### src/design/colon_framed_command_parser_unit_assert.svh
// Assertion macros shared by the command parser RTL.
`ifndef COLON_FRAMED_COMMAND_PARSER_UNIT_ASSERT_SVH
`define COLON_FRAMED_COMMAND_PARSER_UNIT_ASSERT_SVH

// The consequent must hold in the same cycle as the antecedent.
`define CFCP_ASSERT_IMP(label, ante, cons) \
    label: assert property (@(posedge i_clk) disable iff (!i_rst_n) (ante) |-> (cons)) \
        else $error("cfcp assertion failed");

// The consequent must hold in the cycle after the antecedent.
`define CFCP_ASSERT_NEXT(label, ante, cons) \
    label: assert property (@(posedge i_clk) disable iff (!i_rst_n) (ante) |=> (cons)) \
        else $error("cfcp assertion failed");

`endif

### src/design/cfcp_pkg.sv
// Shared types, character codes and constants of the command parser.
`default_nettype none
package cfcp_pkg;

    localparam int LINE_CAPACITY = 64;
    localparam int CNT_W         = $clog2(LINE_CAPACITY);
    localparam logic [CNT_W-1:0] CNT_MAX = CNT_W'(LINE_CAPACITY - 1);

    localparam int BYTE_W = 8;
    localparam int VAL_W  = 32;
    localparam int TICK_W = 27;
    localparam int EV_W   = 3;
    localparam logic [TICK_W-1:0] TICK_RESET = TICK_W'(2000);

    localparam int APB_AW = 3;
    localparam int APB_DW = 32;
    localparam logic [APB_AW-3:0] REG_IDX_TICK = '0;

    localparam int QUEUE_DEPTH = 2;
    localparam int QPTR_W      = $clog2(QUEUE_DEPTH);
    localparam int QCNT_W      = $clog2(QUEUE_DEPTH + 1);

    localparam int MS_DIVISOR = 1000;
    localparam int DIV_SHIFT  = 38;
    localparam int MAGIC_W    = 29;
    localparam logic [MAGIC_W-1:0] DIV_MAGIC =
        MAGIC_W'(((64'd1 << DIV_SHIFT) + MS_DIVISOR - 1) / MS_DIVISOR);
    localparam int SCALED_W = VAL_W + MAGIC_W;

    localparam logic [BYTE_W-1:0] CHR_NUL     = 8'h00;
    localparam logic [BYTE_W-1:0] CHR_TAB     = 8'h09;
    localparam logic [BYTE_W-1:0] CHR_LF      = 8'h0A;
    localparam logic [BYTE_W-1:0] CHR_VT      = 8'h0B;
    localparam logic [BYTE_W-1:0] CHR_FF      = 8'h0C;
    localparam logic [BYTE_W-1:0] CHR_CR      = 8'h0D;
    localparam logic [BYTE_W-1:0] CHR_SPACE   = 8'h20;
    localparam logic [BYTE_W-1:0] CHR_PLUS    = 8'h2B;
    localparam logic [BYTE_W-1:0] CHR_MINUS   = 8'h2D;
    localparam logic [BYTE_W-1:0] CHR_ZERO    = 8'h30;
    localparam logic [BYTE_W-1:0] CHR_NINE    = 8'h39;
    localparam logic [BYTE_W-1:0] CHR_COLON   = 8'h3A;
    localparam logic [BYTE_W-1:0] CHR_CMD_A   = 8'h41;
    localparam logic [BYTE_W-1:0] CHR_CMD_P   = 8'h50;
    localparam logic [BYTE_W-1:0] CHR_LOWER_A = 8'h61;
    localparam logic [BYTE_W-1:0] CHR_LOWER_Z = 8'h7A;
    localparam logic [BYTE_W-1:0] CASE_DIFF   = 8'h20;

    typedef enum logic [EV_W-1:0] {
        EV_NONE    = 3'd0,
        EV_PERIOD  = 3'd1,
        EV_A_ON    = 3'd2,
        EV_A_OFF   = 3'd3,
        EV_UNKNOWN = 3'd4
    } t_event;

    typedef enum logic [2:0] {
        PH_FIRST = 3'd0,
        PH_SPACE = 3'd1,
        PH_SIGN  = 3'd2,
        PH_DIGIT = 3'd3,
        PH_DONE  = 3'd4
    } t_phase;

    typedef struct packed {
        t_event             ev;
        logic [BYTE_W-1:0]  letter;
        logic [VAL_W-1:0]   value;
        logic               analog;
    } t_job;

endpackage
`default_nettype wire

### src/design/cfcp_front.sv
// Front end: assembles lines byte by byte, parses the number and issues commands.
`default_nettype none
module cfcp_front (
    input  wire logic                      i_clk,
    input  wire logic                      i_rst_n,
    input  wire logic                      i_byte_vld,
    input  wire logic [cfcp_pkg::BYTE_W-1:0] i_rx_byte,
    output logic                           o_job_push,
    output cfcp_pkg::t_job                 o_job
);
    import cfcp_pkg::*;

    logic [CNT_W-1:0]  r_count, n_count;
    logic [BYTE_W-1:0] r_first, n_first;
    t_phase            r_phase, n_phase;
    logic [VAL_W-1:0]  r_mag, n_mag;
    logic              r_minus, n_minus;
    logic              r_ovf, n_ovf;
    logic              r_analog, n_analog;

    logic              w_colon, w_eol, w_store, w_nul;
    logic              w_digit, w_space, w_sign, w_take;
    logic [VAL_W+3:0]  w_next_mag;
    logic [VAL_W-1:0]  w_final;
    logic [BYTE_W-1:0] w_upper;

    assign w_colon = (i_rx_byte == CHR_COLON);
    assign w_eol   = (i_rx_byte == CHR_CR) || (i_rx_byte == CHR_LF);
    assign w_store = i_byte_vld && !w_colon && !w_eol && (r_count != CNT_MAX);
    assign w_nul   = (i_rx_byte == CHR_NUL);
    assign w_digit = (i_rx_byte >= CHR_ZERO) && (i_rx_byte <= CHR_NINE);
    assign w_space = (i_rx_byte == CHR_SPACE) || (i_rx_byte == CHR_TAB) ||
                     (i_rx_byte == CHR_VT) || (i_rx_byte == CHR_FF);
    assign w_sign  = (i_rx_byte == CHR_PLUS) || (i_rx_byte == CHR_MINUS);
    assign w_upper = ((i_rx_byte >= CHR_LOWER_A) && (i_rx_byte <= CHR_LOWER_Z)) ?
                     (i_rx_byte - CASE_DIFF) : i_rx_byte;
    assign w_take  = w_store && !w_nul && w_digit &&
                     ((r_phase == PH_SPACE) || (r_phase == PH_SIGN) || (r_phase == PH_DIGIT));
    assign w_next_mag = ({4'd0, r_mag} << 3) + ({4'd0, r_mag} << 1) +
                        (VAL_W + 4)'(i_rx_byte[3:0]);
    assign w_final = r_ovf ? '1 : (r_minus ? (32'd0 - r_mag) : r_mag);

    always_comb begin
        n_phase = r_phase;
        if (i_byte_vld && (w_colon || w_eol)) begin
            n_phase = PH_FIRST;
        end else if (w_store) begin
            if (r_phase == PH_FIRST) begin
                n_phase = w_nul ? PH_DONE : PH_SPACE;
            end else if (w_nul) begin
                n_phase = PH_DONE;
            end else begin
                case (r_phase)
                    PH_SPACE: begin
                        if (w_space) begin
                            n_phase = PH_SPACE;
                        end else if (w_sign) begin
                            n_phase = PH_SIGN;
                        end else if (w_digit) begin
                            n_phase = PH_DIGIT;
                        end else begin
                            n_phase = PH_DONE;
                        end
                    end
                    PH_SIGN, PH_DIGIT: begin
                        n_phase = w_digit ? PH_DIGIT : PH_DONE;
                    end
                    default: n_phase = r_phase;
                endcase
            end
        end
    end

    always_comb begin
        n_count    = r_count;
        n_first    = r_first;
        n_mag      = r_mag;
        n_minus    = r_minus;
        n_ovf      = r_ovf;
        n_analog   = r_analog;
        o_job_push = 1'b0;
        o_job      = '{ev: EV_NONE, letter: '0, value: '0, analog: 1'b0};

        if (w_store) begin
            n_count = r_count + 1'b1;
            if (r_phase == PH_FIRST) begin
                n_first = w_upper;
            end
            if (w_store && !w_nul && (r_phase == PH_SPACE) && w_sign) begin
                n_minus = (i_rx_byte == CHR_MINUS);
            end
            if (w_take) begin
                if (r_ovf || (w_next_mag[VAL_W+3:VAL_W] != 4'd0)) begin
                    n_ovf = 1'b1;
                end else begin
                    n_mag = w_next_mag[VAL_W-1:0];
                end
            end
        end

        if (i_byte_vld && (w_colon || w_eol)) begin
            n_count = '0;
            n_first = '0;
            n_mag   = '0;
            n_minus = 1'b0;
            n_ovf   = 1'b0;
        end

        if (i_byte_vld && w_eol) begin
            if (r_analog) begin
                n_analog   = 1'b0;
                o_job_push = 1'b1;
                o_job.ev   = EV_A_OFF;
            end else if (r_count != '0) begin
                o_job_push = 1'b1;
                if (r_first != CHR_NUL) begin
                    o_job.letter = r_first;
                    o_job.value  = w_final;
                    if (r_first == CHR_CMD_P) begin
                        o_job.ev = EV_PERIOD;
                    end else if (r_first == CHR_CMD_A) begin
                        n_analog     = (w_final == 32'd1);
                        o_job.ev     = n_analog ? EV_A_ON : EV_A_OFF;
                        o_job.analog = n_analog;
                    end else begin
                        o_job.ev = EV_UNKNOWN;
                    end
                end
            end
        end
    end

    always_ff @(posedge i_clk) begin
        if (!i_rst_n) begin
            r_count  <= '0;
            r_first  <= '0;
            r_phase  <= PH_FIRST;
            r_mag    <= '0;
            r_minus  <= 1'b0;
            r_ovf    <= 1'b0;
            r_analog <= 1'b0;
        end else begin
            r_count  <= n_count;
            r_first  <= n_first;
            r_phase  <= n_phase;
            r_mag    <= n_mag;
            r_minus  <= n_minus;
            r_ovf    <= n_ovf;
            r_analog <= n_analog;
        end
    end

endmodule
`default_nettype wire

### src/design/cfcp_queue.sv
// Short command queue between the front end and the execution pipeline.
`default_nettype none
module cfcp_queue (
    input  wire logic     i_clk,
    input  wire logic     i_rst_n,
    input  wire logic     i_push,
    input  cfcp_pkg::t_job i_job,
    output logic          o_full,
    output logic          o_valid,
    input  wire logic     i_pop,
    output cfcp_pkg::t_job o_job
);
    import cfcp_pkg::*;

    t_job              r_mem [QUEUE_DEPTH];
    logic [QPTR_W-1:0] r_wr_ptr, r_rd_ptr;
    logic [QCNT_W-1:0] r_cnt;
    logic              w_do_push, w_do_pop;

    assign o_full    = (r_cnt == QCNT_W'(QUEUE_DEPTH));
    assign o_valid   = (r_cnt != '0);
    assign o_job     = r_mem[r_rd_ptr];
    assign w_do_push = i_push && !o_full;
    assign w_do_pop  = i_pop && o_valid;

    always_ff @(posedge i_clk) begin
        if (w_do_push) begin
            r_mem[r_wr_ptr] <= i_job;
        end
    end

    always_ff @(posedge i_clk) begin
        if (!i_rst_n) begin
            r_wr_ptr <= '0;
            r_rd_ptr <= '0;
            r_cnt    <= '0;
        end else begin
            if (w_do_push) begin
                r_wr_ptr <= (r_wr_ptr == QPTR_W'(QUEUE_DEPTH - 1)) ? '0 : r_wr_ptr + 1'b1;
            end
            if (w_do_pop) begin
                r_rd_ptr <= (r_rd_ptr == QPTR_W'(QUEUE_DEPTH - 1)) ? '0 : r_rd_ptr + 1'b1;
            end
            case ({w_do_push, w_do_pop})
                2'b10:   r_cnt <= r_cnt + 1'b1;
                2'b01:   r_cnt <= r_cnt - 1'b1;
                default: r_cnt <= r_cnt;
            endcase
        end
    end

endmodule
`default_nettype wire

### src/design/cfcp_back.sv
// Execution pipeline: computes the timer reload and holds the result register.
`default_nettype none
module cfcp_back (
    input  wire logic                        i_clk,
    input  wire logic                        i_rst_n,
    input  wire logic [cfcp_pkg::TICK_W-1:0] i_tick_hz,
    input  wire logic                        i_job_vld,
    input  cfcp_pkg::t_job                   i_job,
    output logic                             o_job_pop,
    output logic                             o_res_vld,
    input  wire logic                        i_res_pop,
    output cfcp_pkg::t_job                   o_res_job,
    output logic [cfcp_pkg::VAL_W-1:0]       o_res_reload
);
    import cfcp_pkg::*;

    logic                r1_vld, r2_vld, r3_vld;
    t_job                r1_job, r2_job, r3_job;
    logic [VAL_W-1:0]    r1_prod;
    logic [SCALED_W-1:0] r2_scaled;
    logic [VAL_W-1:0]    r3_reload;

    logic                w_rdy1, w_rdy2, w_rdy3;
    logic [VAL_W-1:0]    w_ms, w_prod, w_quot, w_reload;
    logic [SCALED_W-1:0] w_scaled;

    assign w_rdy3    = !r3_vld || i_res_pop;
    assign w_rdy2    = !r2_vld || w_rdy3;
    assign w_rdy1    = !r1_vld || w_rdy2;
    assign o_job_pop = i_job_vld && w_rdy1;

    assign w_ms     = (i_job.value == '0) ? VAL_W'(1) : i_job.value;
    assign w_prod   = {{(VAL_W - TICK_W){1'b0}}, i_tick_hz} * w_ms;
    assign w_scaled = {{MAGIC_W{1'b0}}, r1_prod} * {{VAL_W{1'b0}}, DIV_MAGIC};
    assign w_quot   = VAL_W'(r2_scaled >> DIV_SHIFT);
    assign w_reload = (r2_job.ev != EV_PERIOD) ? '0 :
                      ((w_quot == '0) ? '0 : (w_quot - 1'b1));

    always_ff @(posedge i_clk) begin
        if (!i_rst_n) begin
            r1_vld <= 1'b0;
            r2_vld <= 1'b0;
            r3_vld <= 1'b0;
        end else begin
            if (w_rdy1) begin
                r1_vld <= i_job_vld;
            end
            if (w_rdy2) begin
                r2_vld <= r1_vld;
            end
            if (w_rdy3) begin
                r3_vld <= r2_vld;
            end
        end
    end

    always_ff @(posedge i_clk) begin
        if (w_rdy1 && i_job_vld) begin
            r1_job  <= i_job;
            r1_prod <= w_prod;
        end
        if (w_rdy2 && r1_vld) begin
            r2_job    <= r1_job;
            r2_scaled <= w_scaled;
        end
        if (w_rdy3 && r2_vld) begin
            r3_job    <= r2_job;
            r3_reload <= w_reload;
        end
    end

    assign o_res_vld    = r3_vld;
    assign o_res_job    = r3_job;
    assign o_res_reload = r3_reload;

endmodule
`default_nettype wire

### src/design/colon_framed_command_parser_unit.sv
// Top level of the colon-framed serial command parser.
// One received byte is accepted per clock cycle while full is low. Bytes are
// parsed as they arrive; a CR or LF that ends a non-empty line, or that leaves
// analog mode, puts one result on the result ports after a two-entry command
// queue and a three-stage execution pipeline (tick product, reciprocal multiply
// for the divide by 1000, clamp). full rises only when the queue and the
// pipeline are both backed up behind an unread result.
// The tick rate register sits at byte address 0 and must be written while no
// line end is in flight.
`default_nettype none
`include "colon_framed_command_parser_unit_assert.svh"
module colon_framed_command_parser_unit (
    input  wire logic                        i_clk,
    input  wire logic                        i_rst_n,
    input  wire logic                        push,
    output logic                             full,
    input  wire logic [cfcp_pkg::BYTE_W-1:0] i_rx_byte,
    output logic                             empty,
    input  wire logic                        pop,
    output logic [cfcp_pkg::EV_W-1:0]        o_event_res,
    output logic [cfcp_pkg::BYTE_W-1:0]      o_command_letter,
    output logic [cfcp_pkg::VAL_W-1:0]       o_parsed_value,
    output logic [cfcp_pkg::VAL_W-1:0]       o_timer_reload,
    output logic                             o_analog_on,
    input  wire logic                        psel,
    input  wire logic                        penable,
    input  wire logic                        pwrite,
    input  wire logic [cfcp_pkg::APB_AW-1:0] paddr,
    input  wire logic [cfcp_pkg::APB_DW-1:0] pwdata,
    output logic [cfcp_pkg::APB_DW-1:0]      prdata,
    output logic                             pready
);
    import cfcp_pkg::*;

    logic [TICK_W-1:0] r_tick_hz;
    logic              w_accept, w_cfg_wr, w_sel_tick;
    logic              w_job_push, w_q_valid, w_q_pop, w_res_vld;
    t_job              w_job, w_q_job, w_res_job;
    logic [VAL_W-1:0]  w_res_reload;

    assign pready     = 1'b1;
    assign w_sel_tick = (paddr[APB_AW-1:2] == REG_IDX_TICK);
    assign w_cfg_wr   = psel && penable && pwrite && pready && w_sel_tick;
    assign prdata     = (psel && w_sel_tick) ? {{(APB_DW - TICK_W){1'b0}}, r_tick_hz} : '0;

    always_ff @(posedge i_clk) begin
        if (!i_rst_n) begin
            r_tick_hz <= TICK_RESET;
        end else if (w_cfg_wr) begin
            r_tick_hz <= pwdata[TICK_W-1:0];
        end
    end

    assign w_accept = push && !full;

    cfcp_front u_front (
        .i_clk      (i_clk),
        .i_rst_n    (i_rst_n),
        .i_byte_vld (w_accept),
        .i_rx_byte  (i_rx_byte),
        .o_job_push (w_job_push),
        .o_job      (w_job)
    );

    cfcp_queue u_queue (
        .i_clk   (i_clk),
        .i_rst_n (i_rst_n),
        .i_push  (w_job_push),
        .i_job   (w_job),
        .o_full  (full),
        .o_valid (w_q_valid),
        .i_pop   (w_q_pop),
        .o_job   (w_q_job)
    );

    cfcp_back u_back (
        .i_clk        (i_clk),
        .i_rst_n      (i_rst_n),
        .i_tick_hz    (r_tick_hz),
        .i_job_vld    (w_q_valid),
        .i_job        (w_q_job),
        .o_job_pop    (w_q_pop),
        .o_res_vld    (w_res_vld),
        .i_res_pop    (pop),
        .o_res_job    (w_res_job),
        .o_res_reload (w_res_reload)
    );

    assign empty            = !w_res_vld;
    assign o_event_res      = w_res_job.ev;
    assign o_command_letter = w_res_job.letter;
    assign o_parsed_value   = w_res_job.value;
    assign o_timer_reload   = w_res_reload;
    assign o_analog_on      = w_res_job.analog;

    `CFCP_ASSERT_IMP(a_analog_on_flag, !empty && (o_event_res == EV_A_ON), o_analog_on)
    `CFCP_ASSERT_IMP(a_reload_only_period, !empty && (o_event_res != EV_PERIOD), o_timer_reload == '0)
    `CFCP_ASSERT_IMP(a_push_only_eol, w_job_push, w_accept && ((i_rx_byte == CHR_CR) || (i_rx_byte == CHR_LF)))
    `CFCP_ASSERT_NEXT(a_push_reaches_queue, w_job_push, w_q_valid)

endmodule
`default_nettype wire
### config.mk
export PLATFORM = sky130hd
export DESIGN_NAME = colon_framed_command_parser_unit
export DESIGN_NICKNAME = d
export VERILOG_FILES = /design/src/design/cfcp_pkg.sv /design/src/design/cfcp_front.sv /design/src/design/cfcp_queue.sv /design/src/design/cfcp_back.sv /design/src/design/colon_framed_command_parser_unit.sv
export VERILOG_INCLUDE_DIRS = /design/src /design/src/design
export SDC_FILE = /design/constraint.sdc
export NUM_CORES = 2
export LEC_CHECK = 0
export BUFFER_PORTS_ARGS = -buffer_cell sky130_fd_sc_hd__buf_2
export CORE_UTILIZATION = 50
export CTS_CLUSTER_DIAMETER = 150
export CTS_CLUSTER_SIZE = 8
export DETAILED_ROUTE_END_ITERATION = 7
export PLACE_DENSITY = 0.62
export SLEW_MARGIN = 40
export SYNTH_ARGS = -nofsm -noshare
export SYNTH_HDL_FRONTEND = slang
export SYNTH_SLANG_ARGS = --single-unit
### constraint.sdc
create_clock -name i_clk -period 11.4 [get_ports i_clk]
set_input_delay 1.14 -clock i_clk [delete_from_list [all_inputs] [get_ports i_clk]]
set_output_delay 1.14 -clock i_clk [all_outputs]
set_load 0.01 [all_outputs]
==> flow_summary.toml <==
[final_layout]
area_growth_pct = 7.906
drive_above_1_share_pct = 7.265
num-fill-cells = 8249
fin_nets = 6039
fin_area_sq_um = 50610

[synth]
yosys.area.top_type_share_pct = 30.09
yosys-top-cells-count = "inv_1 (1058), fa_1 (705), ha_1 (560), nand2_1 (400), edfxtp_1 (299)"
yosysWarnings = 0
synthCells = 4627
yosysMostFrequentCell = "inv_1"
synth_flop_cell = "edfxtp_1"
synth_seq_cells = 386
synth_area_leaders = "fa_1 (30%), edfxtp_1 (19%), ha_1 (15%)"
ys_seq_area_share_pct = 22.85
syn_area_per_cell_sq_um = 10.14
synth-edff-count = 299
synth-async-reset-ratio_pct = 0
synth_top_area_cell = "fa_1"
syn-cell-area_sq_um = 46910
yosysUniqueCellTypes = 76

[min_path]
hold_path_class = "flip-flop to flip-flop"

[drt]
wl_met3_mm = 6.420
vias = 31430
firstDrtPassIters = 5
routedWlPerCell_um = 19.15
dr.max_layer_used = "met4"
met1_length_mm = 51.01
viasPerCell = 5.244
drt_iter0_markers = 1731
drc_errors = 0
routed_wl_mm = 114.8
dr_wl_met2_mm = 54.79
postRouteAntennaNets = 0

[sta]
max_clock_freq_ghz = 0.1015
setup_viol = 0
rsz0062_at_grt = "no"
skew_ns = 0.02543
worstMarginPinSlew_ns = 0.8783
setup-tns-final_ns = 0
slew_headroom_pct = 40.83
slew_violations = 0
finalHoldViolCount = 0
period_minus_slack_ns = 9.857
fin_crit_sh_pct = 86.46

[setup_path]
path_class = "flip-flop to flip-flop"
crit_top_cell = "fa_1"
cp_data_arrival_time_ns = 10.20
worst_path_max_delay_cell = "dfxtp_2"
slowest_delay_ns = 0.84
critPathTopFamily = "adder cells"
start_kind = "flip-flop"
worstSetupEndpointType = "flip-flop"
path_max_fanout = 33
critPathRequiredTime_ns = 11.74
critPathBufInv = 6

[place]
placed_area_sq_um = 49010
dp_hpwl_mm = 88.96
gp_congestion = 0.9116
port_buffers = 147

[global_routing]
antenna_found_initial = 6
grt_use_total_pct = 25.29
gr-total-overflow = 0
grt_max_degree = 69
first_global_vias = 33360
grt_pass1_wl_mm = 184.6

[clock_tree]
cts.sinks = 386
cts.clk_slew.worst_paths_ns = 0.06
cts_buffer_depth = 3
tritoncts = "done"
htree_levels = 2
clk_latency_ns = 0.63
cts_root_buf = "clkbuf_16"
cts_buffers = 54
cts_setup_buffers = 0
cts_hold_buffers = 0
cts_resized = 0

[outcome]
status = "complete, no violations"

[flow_run]
timing.max_cap.violations = 0

[die]
pin_count = 161
initial_core_util_pct = 50.79
die_h_um = 308.3
rows = 111
die_area_sq_um = 95040
core_sq_um = 92360
die_w_um = 308.3
-- state kept, by name (all words and copies together), names as in the netlist, named ones only --
register / count
u_queue.r_mem: 88
u_back.o_res_job: 44
u_back.r1_job: 44
u_back.r2_job: 44
u_back.r1_prod: 32
u_front.r_mag: 32
r_tick_hz: 27
u_back.o_res_reload: 24
u_back.r2_scaled: 23
u_front.r_first: 8
u_front.r_count: 6
u_front.r_phase: 3
u_queue.r_cnt: 2
u_back.o_res_vld: 1
u_back.r1_vld: 1
u_back.r2_vld: 1
u_front.r_analog: 1
u_front.r_minus: 1
u_front.r_ovf: 1
u_queue.r_rd_ptr: 1
u_queue.r_wr_ptr: 1
-- kinds of logic after synthesis --
group,share of synthesized area (%)
flops,22.85
fa+ha+maj,45.03
xor+xnor,3.137
buf+inv,10.02
compound gates,5.380
mux,1.889
other cells,0.01601
simple gates,11.67
-- layout make-up --
cell class	count	area (sq um)	area share [%]
clock buffers	77	1438	2.840
well taps	1243	1555	3.073
diodes	2	5.005	0.009888
flip-flops and latches	386	10730	21.19
inverters	1060	3979	7.861
clock inverters	4	87.58	0.1730
repair buffers	206	1242	2.455
multi-input cells	3016	31580	62.39
-- worst reg2reg max path: cells and delay by family, from the launching register on --
kind                       cells  cell delay, ns
xor gates and xnor gates       1            0.13
and+or+nand+nor                9            2.54
DFF                            1            0.84
muxes                          1            0.45
buffers and inverters          6            0.84
AOI/OAI and AO/OA              5            1.65
adders and majority gates      8            3.13
-- cell usage in the layout, fill, tap and decap left out, types with 18 or more instances in the layout --
cell	netlist	routed
inv_1	1058	1058
fa_1	705	705
ha_1	560	560
nand2_1	400	399
edfxtp_1	299	299
and2_1	269	269
nor2_1	182	180
buf_2	14	147
a21oi_1	122	121
xnor2_1	121	121
dfxtp_1	87	81
o21ai_0	57	57
clkbuf_16	0	54
xor2_1	47	47
buf_4	15	44
mux2_2	44	43
nand3_1	43	43
nor2b_1	43	40
mux2i_1	39	39
a21o_1	36	36
nor3_1	29	29
a21boi_0	26	26
clkbuf_1	133	23
o21a_1	21	21
nand2b_1	21	21
nand4_1	20	20
and3_1	19	18
-- stage by stage --
| step | util, % | cells | worst slack, ns | hold slack (ns) |
|---|---|---|---|---|
| after floorplan | - | 4631 | 3.724 | 0.4003 |
| after global placement | 52.94 | 5898 | 1.736 | 0.4010 |
| after detailed placement | 53.06 | 5906 | 1.646 | 0.4045 |
| after CTS | 54.71 | 5987 | 1.665 | 0.3954 |
| after global routing | 54.80 | 5992 | 1.162 | 0.4202 |
| final | 54.80 | 5994 | 1.543 | 0.4129 |
-- worst paths after layout --
kind,startpoint,end,slack (ns),cells past startpoint
max,flip-flop,u_back.r1_prod[31],1.54,30
min,u_back.r1_job[18],u_back.r2_job[18],0.41,0
max reg2reg,flip-flop,u_back.r1_prod[31],1.54,30
min reg2reg,u_back.r1_job[18],u_back.r2_job[18],0.41,0
-- layer usage --
layer  global-route usage [%]  up-vias
met2                    42.47      771
met4                    6.155        0
met3                    3.662      135
met1                    34.40    15850
met5                        0        -
li1                         -    14670
Power is not shown: default switching activity piles up to over one toggle a cycle in this logic, so the estimate is an artifact.
